`config.mk`:
```
export PLATFORM = sky130hd
export DESIGN_NAME = ipv4_header_forwarder
export DESIGN_NICKNAME = d
export VERILOG_FILES = /design/src/rtl/ihf_pkg.sv /design/src/rtl/ihf_datapath.sv /design/src/rtl/ihf_ctrl.sv /design/src/rtl/ipv4_header_forwarder.sv
export VERILOG_INCLUDE_DIRS = /design/src /design/src/rtl
export SDC_FILE = /design/constraint.sdc
export NUM_CORES = 2
export LEC_CHECK = 0
export BUFFER_PORTS_ARGS = -buffer_cell sky130_fd_sc_hd__clkbuf_2
export CORE_MARGIN = 5
export CORE_UTILIZATION = 55
export DETAILED_ROUTE_END_ITERATION = 8
export PLACE_DENSITY = 0.78
export SYNTH_ARGS = -nofsm -noshare
export SYNTH_HDL_FRONTEND = slang
export SYNTH_SLANG_ARGS = --single-unit
```
`constraint.sdc`:
```
create_clock -name i_clk -period 11.9 [get_ports i_clk]
set_input_delay 1.19 -clock i_clk [delete_from_list [all_inputs] [get_ports i_clk]]
set_output_delay 1.19 -clock i_clk [all_outputs]
set_load 0.02 [all_outputs]
```
`src/rtl/ipv4_header_forwarder_macros.svh`:
```
// Assertion macros for the IPv4 header forwarder.
// Included by the top level; no other dependencies.
`ifndef IPV4_HEADER_FORWARDER_MACROS_SVH
`define IPV4_HEADER_FORWARDER_MACROS_SVH

// implication checked on every clock edge out of reset
`define IHF_ASSERT_IMP(lbl, a, c) \
    lbl: assert property (@(posedge i_clk) disable iff (!i_rst_n) (a) |-> (c)) \
        else $error("assertion failed");

// implication checked on the next clock edge
`define IHF_ASSERT_NXT(lbl, a, c) \
    lbl: assert property (@(posedge i_clk) disable iff (!i_rst_n) (a) |=> (c)) \
        else $error("assertion failed");

`endif

```
`src/rtl/ihf_pkg.sv`:
```
// Shared types and constants for the IPv4 header forwarder.
// No dependencies.
`default_nettype none
package ihf_pkg;
    localparam int HDR_DEPTH = 15;
    localparam int CNT_W     = 4;

    typedef enum logic [1:0] {
        V_LOCAL   = 2'd0,
        V_FORWARD = 2'd1,
        V_TTL     = 2'd2,
        V_NOROUTE = 2'd3
    } t_verdict;

    // controller -> datapath
    typedef struct packed {
        logic add_start;   // latch route add, begin table scan
        logic hdr_store;   // store header word
        logic hdr_clear;   // clear word count
        logic lk_start;    // begin lookup and checksum scan
        logic scan_step;   // advance scan index
        logic out_load;    // load checksum register, or commit the route add
        logic out_next;    // advance output index
    } t_cmd;

    // datapath -> controller
    typedef struct packed {
        logic scan_done;   // last table entry / header word visited
        logic early;       // verdict decided without forwarding
        logic out_last;    // current output is the final one
    } t_stat;

    function automatic logic [31:0] pfx_mask(input logic [5:0] len);
        logic [5:0] l;
        l = (len > 6'd32) ? 6'd32 : len;
        if (l == 6'd0) return 32'h0;
        return 32'hFFFF_FFFF << (6'd32 - l);
    endfunction
endpackage
`default_nettype wire

```
`src/rtl/ihf_datapath.sv`:
```
// Datapath: route table, header buffer, lookup/checksum scan, output register.
// Depends on ihf_pkg.
`default_nettype none
module ihf_datapath #(
    parameter int ROUTES = 16
) (
    input  wire logic           i_clk,
    input  wire logic           i_rst_n,
    input  wire ihf_pkg::t_cmd  i_cmd,
    output ihf_pkg::t_stat      o_stat,
    input  wire logic [31:0]    i_local,
    input  wire logic [31:0]    i_word,
    input  wire logic [5:0]     i_plen,
    input  wire logic [31:0]    i_hop,
    output logic [1:0]          o_verdict,
    output logic [31:0]         o_next_hop,
    output logic [31:0]         o_out_word,
    output logic                o_end
);
    import ihf_pkg::*;
    localparam int RW = (ROUTES > 1) ? $clog2(ROUTES) : 1;
    localparam int SW = ((RW > CNT_W) ? RW : CNT_W) + 1;

    logic [31:0] r_pfx [ROUTES];
    logic [5:0]  r_len [ROUTES];
    logic [31:0] r_rhop [ROUTES];
    logic [ROUTES-1:0] r_valid;
    logic [31:0] r_hdr [HDR_DEPTH];
    logic [CNT_W-1:0] r_cnt;

    logic        r_is_add;
    logic [31:0] r_apfx;
    logic [5:0]  r_alen;
    logic [31:0] r_ahop;
    logic        r_dup;
    logic        r_free_ok;
    logic [RW-1:0] r_free;

    logic [SW-1:0] r_idx;
    logic [31:0] r_dst;
    logic        r_found;
    logic [5:0]  r_best;
    logic [31:0] r_bhop;
    logic [31:0] r_w2;
    logic [3:0]  r_ihl;
    logic [20:0] r_sum;
    logic [CNT_W-1:0] r_oidx;
    logic [15:0] r_ck;

    logic [RW-1:0] ridx;
    logic [CNT_W-1:0] hidx;
    logic [31:0] hw0, hw2, hw4, hsel;
    logic [7:0]  ttl;
    logic        match;
    logic [16:0] f1;
    logic [15:0] fold;

    assign ridx = r_idx[RW-1:0];
    assign hidx = r_idx[CNT_W-1:0];
    assign hw0 = (r_cnt > 4'd0) ? r_hdr[0] : 32'h0;
    assign hw2 = (r_cnt > 4'd2) ? r_hdr[2] : 32'h0;
    assign hw4 = (r_cnt > 4'd4) ? r_hdr[4] : 32'h0;
    assign ttl = hw2[31:24];
    assign hsel = (hidx == 4'd2) ? r_w2 :
                  ((hidx < r_cnt && hidx < 4'(HDR_DEPTH)) ? r_hdr[hidx] : 32'h0);
    assign match = r_valid[ridx] && ((r_dst & pfx_mask(r_len[ridx])) == r_pfx[ridx]);
    assign f1 = {1'b0, r_sum[15:0]} + {12'h0, r_sum[20:16]};
    assign fold = f1[15:0] + {15'h0, f1[16]};

    always_comb begin
        o_stat.early     = (hw4 == i_local) || (ttl == 8'd0) || !r_found;
        o_stat.scan_done = r_is_add ? (ridx == RW'(ROUTES - 1))
                                    : ((r_idx >= SW'(ROUTES - 1)) &&
                                       (r_idx >= SW'(HDR_DEPTH)));
        o_stat.out_last  = (r_oidx + 4'd1 >= r_cnt);
    end

    always_ff @(posedge i_clk) begin
        if (!i_rst_n) begin
            r_valid <= '0;
            r_cnt   <= '0;
            for (int k = 0; k < ROUTES; k++) begin
                r_pfx[k] <= '0; r_len[k] <= '0; r_rhop[k] <= '0;
            end
        end else begin
            if (i_cmd.add_start) begin
                r_is_add  <= 1'b1;
                r_apfx    <= i_word & pfx_mask(i_plen);
                r_alen    <= (i_plen > 6'd32) ? 6'd32 : i_plen;
                r_ahop    <= i_hop;
                r_dup     <= 1'b0;
                r_free_ok <= 1'b0;
                r_idx     <= '0;
            end
            if (i_cmd.hdr_store && r_cnt < 4'(HDR_DEPTH)) begin
                r_hdr[r_cnt] <= i_word;
                r_cnt <= r_cnt + 4'd1;
            end
            if (i_cmd.lk_start) begin
                r_is_add <= 1'b0;
                r_idx    <= '0;
                r_dst    <= hw4;
                r_found  <= 1'b0;
                r_best   <= '0;
                r_bhop   <= '0;
                r_w2     <= {ttl - 8'd1, hw2[23:16], 16'h0};
                r_ihl    <= hw0[27:24];
                r_sum    <= '0;
                r_oidx   <= '0;
            end
            if (i_cmd.scan_step) begin
                r_idx <= r_idx + SW'(1);
                if (r_is_add) begin
                    if (r_valid[ridx] && r_pfx[ridx] == r_apfx && r_len[ridx] == r_alen)
                        r_dup <= 1'b1;
                    if (!r_valid[ridx] && !r_free_ok) begin
                        r_free_ok <= 1'b1;
                        r_free    <= ridx;
                    end
                end else begin
                    if (r_idx < SW'(ROUTES) && match && (!r_found || r_len[ridx] > r_best)) begin
                        r_found <= 1'b1;
                        r_best  <= r_len[ridx];
                        r_bhop  <= r_rhop[ridx];
                    end
                    if (r_idx < SW'(HDR_DEPTH) && hidx < r_ihl)
                        r_sum <= r_sum + 21'(hsel[31:16]) + 21'(hsel[15:0]);
                end
            end
            if (i_cmd.out_load && r_is_add) begin
                if (!r_dup && r_free_ok) begin
                    r_pfx[r_free]  <= r_apfx;
                    r_len[r_free]  <= r_alen;
                    r_rhop[r_free] <= r_ahop;
                    r_valid[r_free] <= 1'b1;
                end
            end
            if (i_cmd.out_load && !r_is_add) r_ck <= ~fold;
            if (i_cmd.out_next) r_oidx <= r_oidx + 4'd1;
            if (i_cmd.hdr_clear) r_cnt <= '0;
        end
    end

    // output select: verdict, next hop, output word and end flag
    always_comb begin
        o_verdict  = V_FORWARD;
        o_next_hop = r_bhop;
        o_out_word = (r_oidx == 4'd2) ? (r_w2 | {16'h0, r_ck}) : r_hdr[r_oidx];
        o_end      = o_stat.out_last;
        if (hw4 == i_local) begin
            o_verdict = V_LOCAL;
        end else if (ttl == 8'd0) begin
            o_verdict = V_TTL;
        end else if (!r_found) begin
            o_verdict = V_NOROUTE;
        end
        if (o_verdict != V_FORWARD) begin
            o_next_hop = '0; o_out_word = '0; o_end = 1'b1;
        end
    end
endmodule
`default_nettype wire

```
`src/rtl/ihf_ctrl.sv`:
```
// Controller state machine for the IPv4 header forwarder.
// Depends on ihf_pkg.
`default_nettype none
module ihf_ctrl (
    input  wire logic           i_clk,
    input  wire logic           i_rst_n,
    input  wire logic           i_in_valid,
    input  wire logic           i_op,
    input  wire logic           i_last,
    output logic                o_in_ready,
    input  wire logic           i_out_ready,
    output logic                o_out_valid,
    input  wire ihf_pkg::t_stat i_stat,
    output ihf_pkg::t_cmd       o_cmd
);
    import ihf_pkg::*;
    typedef enum logic [2:0] {S_IDLE, S_ADD, S_ADDW, S_SCAN, S_FIN, S_OUT} t_state;
    t_state r_state;
    logic acc;

    assign o_in_ready  = (r_state == S_IDLE);
    assign o_out_valid = (r_state == S_OUT);
    assign acc = i_in_valid && o_in_ready;

    always_comb begin
        o_cmd = '0;
        o_cmd.add_start = acc && !i_op;
        o_cmd.hdr_store = acc && i_op;
        o_cmd.lk_start  = (r_state == S_FIN);
        o_cmd.scan_step = (r_state == S_ADD) || (r_state == S_SCAN);
        o_cmd.out_load  = (r_state == S_ADDW) || (r_state == S_SCAN && i_stat.scan_done);
        o_cmd.out_next  = (r_state == S_OUT) && i_out_ready;
        o_cmd.hdr_clear = (r_state == S_OUT) && i_out_ready
                          && (i_stat.out_last || i_stat.early);
    end

    always_ff @(posedge i_clk) begin
        if (!i_rst_n) begin
            r_state <= S_IDLE;
        end else begin
            unique case (r_state)
                S_IDLE: begin
                    if (acc && !i_op) r_state <= S_ADD;
                    else if (acc && i_last) r_state <= S_FIN;
                end
                S_ADD:  if (i_stat.scan_done) r_state <= S_ADDW;
                S_ADDW: r_state <= S_IDLE;
                S_FIN:  r_state <= S_SCAN;
                S_SCAN: if (i_stat.scan_done) r_state <= S_OUT;
                S_OUT: begin
                    if (o_cmd.hdr_clear) r_state <= S_IDLE;
                end
                default: r_state <= S_IDLE;
            endcase
        end
    end
endmodule
`default_nettype wire

```
`src/rtl/ipv4_header_forwarder.sv`:
```
// Top level of the IPv4 header forwarder: controller plus datapath.
// Depends on ihf_pkg, ihf_ctrl, ihf_datapath and the assertion macros.
//
// channel  dir  tdata                             tuser    tlast
// s_axis   in   {route_next_hop,prefix_len,word}  op       last
// m_axis   out  {out_word,next_hop}               verdict  end_of_run
// cfg      in   local_address
//
// Route add: input ready again after the serial table scan (S_ADD) and the
// table write (S_ADDW). Header words are taken back to back; after the last
// word, the lookup/checksum scan runs, then one result per cycle held until taken.
// Reset synchronous, active low; input is stalled while a scan or results are pending.
`default_nettype none
`include "ipv4_header_forwarder_macros.svh"
module ipv4_header_forwarder #(
    parameter int ROUTES = 16
) (
    input  wire logic         i_clk,
    input  wire logic         i_rst_n,
    input  wire logic         s_axis_tvalid,
    output logic              s_axis_tready,
    // [31:0] word, [37:32] prefix_len, [69:38] route_next_hop
    input  wire logic [71:0]  s_axis_tdata,
    // [0] op
    input  wire logic         s_axis_tuser,
    input  wire logic         s_axis_tlast,
    output logic              m_axis_tvalid,
    input  wire logic         m_axis_tready,
    // [31:0] next_hop, [63:32] out_word
    output logic [63:0]       m_axis_tdata,
    // [1:0] verdict
    output logic [1:0]        m_axis_tuser,
    output logic              m_axis_tlast,
    input  wire logic         i_cfg_we,
    input  wire logic [31:0]  i_cfg_wdata
);
    import ihf_pkg::*;
    t_cmd  cmd;
    t_stat stat;
    logic [31:0] r_local;
    logic [1:0]  verdict;
    logic [31:0] nh, ow;
    logic        eor;

    always_ff @(posedge i_clk) begin
        if (!i_rst_n) r_local <= '0;
        else if (i_cfg_we) r_local <= i_cfg_wdata;
    end

    ihf_ctrl u_ctrl (
        .i_clk, .i_rst_n,
        .i_in_valid(s_axis_tvalid), .i_op(s_axis_tuser), .i_last(s_axis_tlast),
        .o_in_ready(s_axis_tready), .i_out_ready(m_axis_tready),
        .o_out_valid(m_axis_tvalid), .i_stat(stat), .o_cmd(cmd)
    );

    ihf_datapath #(.ROUTES(ROUTES)) u_dp (
        .i_clk, .i_rst_n, .i_cmd(cmd), .o_stat(stat), .i_local(r_local),
        .i_word(s_axis_tdata[31:0]), .i_plen(s_axis_tdata[37:32]),
        .i_hop(s_axis_tdata[69:38]),
        .o_verdict(verdict), .o_next_hop(nh), .o_out_word(ow), .o_end(eor)
    );

    assign m_axis_tdata = {ow, nh};
    assign m_axis_tuser = verdict;
    assign m_axis_tlast = eor;

    `IHF_ASSERT_IMP(a_no_overlap, s_axis_tready, !m_axis_tvalid)
    `IHF_ASSERT_NXT(a_hold, m_axis_tvalid && !m_axis_tready, m_axis_tvalid && $stable({m_axis_tuser, m_axis_tlast, m_axis_tdata}))
    `IHF_ASSERT_IMP(a_drop_end, m_axis_tvalid && (verdict != V_FORWARD), eor)
endmodule
`default_nettype wire

```
==> flow_metrics.py <==
metrics = {
    "timing": {
        "finalClockSkew_ps": 51.4,
        "slew_headroom": 0.0684,
        "finalCriticalPeriod_ps": 7860,
        "setup-violations-final": 0,
        "period_share": 0.661,
        "setup_ws_ps": 4040,
        "tightest_slew_ps": 1390,
        "fmax_mhz": 127,
        "rsz0062_at_grt": "false",
        "slew_viol_final": 0,
        "hold_viol_final": 0,
        "tns_ps": 0,
    },
    "critical_path": {
        "cp-start-kind": "flop",
        "r2r_slack_ps": 4040,
        "critPathCaptureType": "flop",
        "crit_type": "flop to flop",
        "arrival_ps": 8400,
        "cp_max_fo": 101,
        "worst_ep_required_time_ps": 12440,
        "rr_worst_depth": 19,
        "worstReg2RegEnd": "u_dp.r_sum[16]",
    },
    "power_and_ir_drop": {
        "p_per_area_mw_per_mm2": 156,
        "total_power_mw": 15.3,
        "max-vdd-ir-drop_mv": 0.185,
        "leakage_nw": 34.6,
    },
    "clocking": {
        "clk_latency_ps": 840,
        "cts.sinks": 1877,
        "postCtsSetupBuffers": 0,
        "cts_buffers": 187,
        "h-tree-depth": 4,
        "cts_tree": "yes",
        "clock_path_buffers": 3,
        "clk_pin_slew_worst_paths_ps": 70,
        "root_buffer": "clkbuf_16",
        "ctsResizeCount": 0,
        "cts_hold_buf": 0,
    },
    "synthesis": {
        "synthDistinctLibCells": 89,
        "async_reset_ff_frac": 0,
        "synth_cells": 5768,
        "synth-seq-area-share": 0.628,
        "syn_nets": 5954,
        "ys_seq_elements": 1877,
        "synth_area_leaders": "edfxtp_1, mux4_2, and2_1",
        "synth_top_area_cell": "edfxtp_1",
        "syn_area_mm2": 0.0888,
        "yosysWarnings": 0,
        "synthFlopType": "edfxtp_1",
        "avgSynthCellArea_um2": 15.4,
        "synth_edf_count": 1814,
        "synth_top_area_share": 0.614,
    },
    "finish": {
        "fin_util": 0.611,
        "final_cell_mix": "edfxtp_1, and2_1, mux4_2",
        "fin_nets": 6003,
        "layout_commonest_cell": "edfxtp_1",
        "drive_gt1_frac": 0.207,
        "area_growth_pct": 10.6,
        "multi_input_area_mm2": 0.0313,
        "ff_latch_area_mm2": 0.0558,
        "fin_cells": 8140,
        "n_fill_cell": 11364,
    },
    "placed_design": {
        "gp_congestion": 0.948,
        "dp_hpwl_mm": 145,
        "dp_slack_ps": 4010,
        "place_inst": 7788,
        "io_buffers": 177,
    },
    "drt": {
        "wire_per_inst_um": 30.9,
        "drc": 0,
        "drt-total-wl_mm": 252,
        "antenna_left": 0,
        "vias_per_cell": 6.58,
        "dr.first_iter.drc_count": 7580,
        "vias": 53560,
        "drt-pass1-iter-count": 7,
    },
    "die": {
        "initial_core_util": 0.553,
        "core_area_mm2": 0.161,
        "io_pins": 180,
        "dieArea_mm2": 0.170,
        "die_y_um": 412,
        "die_x_um": 412,
        "row_count": 147,
    },
    "run_status": {
        "status": "complete, no violations",
    },
    "global_route": {
        "grt_pass1_vias": 53761,
        "grt_remaining_overflow": 0,
        "track_usage": 0.297,
        "grt_pass1_wl_mm": 366,
        "antenna_found_initial": 13,
        "grt_max_degree": 126,
    },
    "hold_path": {
        "min_to": "u_dp.r_valid[12]",
        "worst_hold_path_type": "flop to flop",
        "worstHoldPathCells": 1,
        "min_from": "u_dp.r_valid[12]",
    },
    "job": {
        "drv_cap": 0,
    },
}
[power by group]
group | total, mW | switching (mW) | internal (mW)
Sequential | 7.56 | 0.145 | 7.41
Clock | 5.93 | 2.55 | 3.38
Combinational | 1.80 | 1.07 | 0.733
[per-layer routing]
| layer | GRT usage | part of all wire | vias up |
|---|---|---|---|
| met4 | 0.118 | 0.044 | 8 |
| met2 | 0.469 | 0.47 | 3689 |
| met3 | 0.0709 | 0.12 | 669 |
| met5 | 0 | 0.00018 | - |
| li1 | - | - | 21914 |
| met1 | 0.402 | 0.36 | 27280 |
[cells in the mapped netlist (all sizes together) (47+ instances only)]
master and n:
inv 111, buf 92, o21ai 147, mux2i 148
mux4 554, a211oi 52, nor2b 71, and2 1245
dfxtp 63, clkbuf 329, xnor2 87, ha 57
mux2 47, nand3 54, a21oi 99, nand2 230
edfxtp 1814, nor2 147
[metrics by stage]
| step | hold slack, ps | area (um2) |
|---|---|---|
| 6_report | 454 | 98200 |
| 5_1_grt | 475 | 98100 |
| 4_1_cts | 453 | 98100 |
| 3_5_place_dp | 436 | 92000 |
| 3_3_place_gp | 428 | 92000 |
| 2_1_floorplan | 421 | 88800 |
[cell type report]
class	instances	share of cell area
timing repair buffer	281	0.0178
antenna	7	0.000178
multi-input combinational	3355	0.319
sequential	1877	0.568
clock buffer	248	0.0531
inverter	115	0.00440
tap	2160	0.0275
clock inverter	97	0.00959
[critical path, stage by stage, from the launching register on]
cell	delay [ps]
dfxtp_4	840
buf_12	710
buf_12	550
mux4_2	600
mux4_2	480
a22oi_1	460
fa_1	510
inv_1	70
ha_1	250
a21oi_1	250
o21bai_1	140
a21oi_1	260
o21bai_1	120
a211o_1	320
a2111oi_0	610
nor3_1	230
or3_1	390
a21oi_1	180
xor2_1	150
o21ai_0	90
[logic make-up (layout without fill, tap and decap cells)]
kind of cell,Yosys count,count (layout),synth area share
flip-flops,1877,1877,0.628
AO/OA/AOI/OAI,495,495,0.0362
buffers and inverters,536,741,0.0241
multiplexers,749,749,0.163
other,0,7,0
adder cells (fa/ha/maj),75,75,0.0121
AND/OR/NAND/NOR,1920,1920,0.125
XOR/XNOR,116,116,0.0114
[how the worst max path moves through the flow]
stage                              from                end  cells after the start
after floorplan           u_dp.r_idx[0]  u_dp.r_len[12][0]                     10
after global placement             flop     u_dp.r_sum[16]                     19
after detailed placement           flop     u_dp.r_sum[16]                     19
after CTS                          flop     u_dp.r_sum[16]                     19
after global routing               flop     u_dp.r_sum[16]                     19
final                              flop     u_dp.r_sum[16]                     19
[sequential cells by signal, indices dropped and copies added (netlist names), 3 cells and up, named ones only]
name,flops
u_dp.r_hdr,480
u_dp.r_rhop,512
u_dp.r_ck,16
u_dp.r_valid,16
u_dp.r_best,6
u_dp.r_alen,6
u_dp.r_oidx,4
u_dp.r_dst,32
u_dp.r_cnt,4
u_dp.r_w2,16
u_dp.r_bhop,32
u_dp.r_ihl,4
u_dp.r_sum,21
u_dp.r_pfx,512
u_dp.r_len,96
u_dp.r_free,4
r_local,32
u_dp.r_apfx,32
u_ctrl.r_state,3
u_dp.r_idx,5
u_dp.r_ahop,32
No activity file was read; power rests on OpenSTA's default activity.
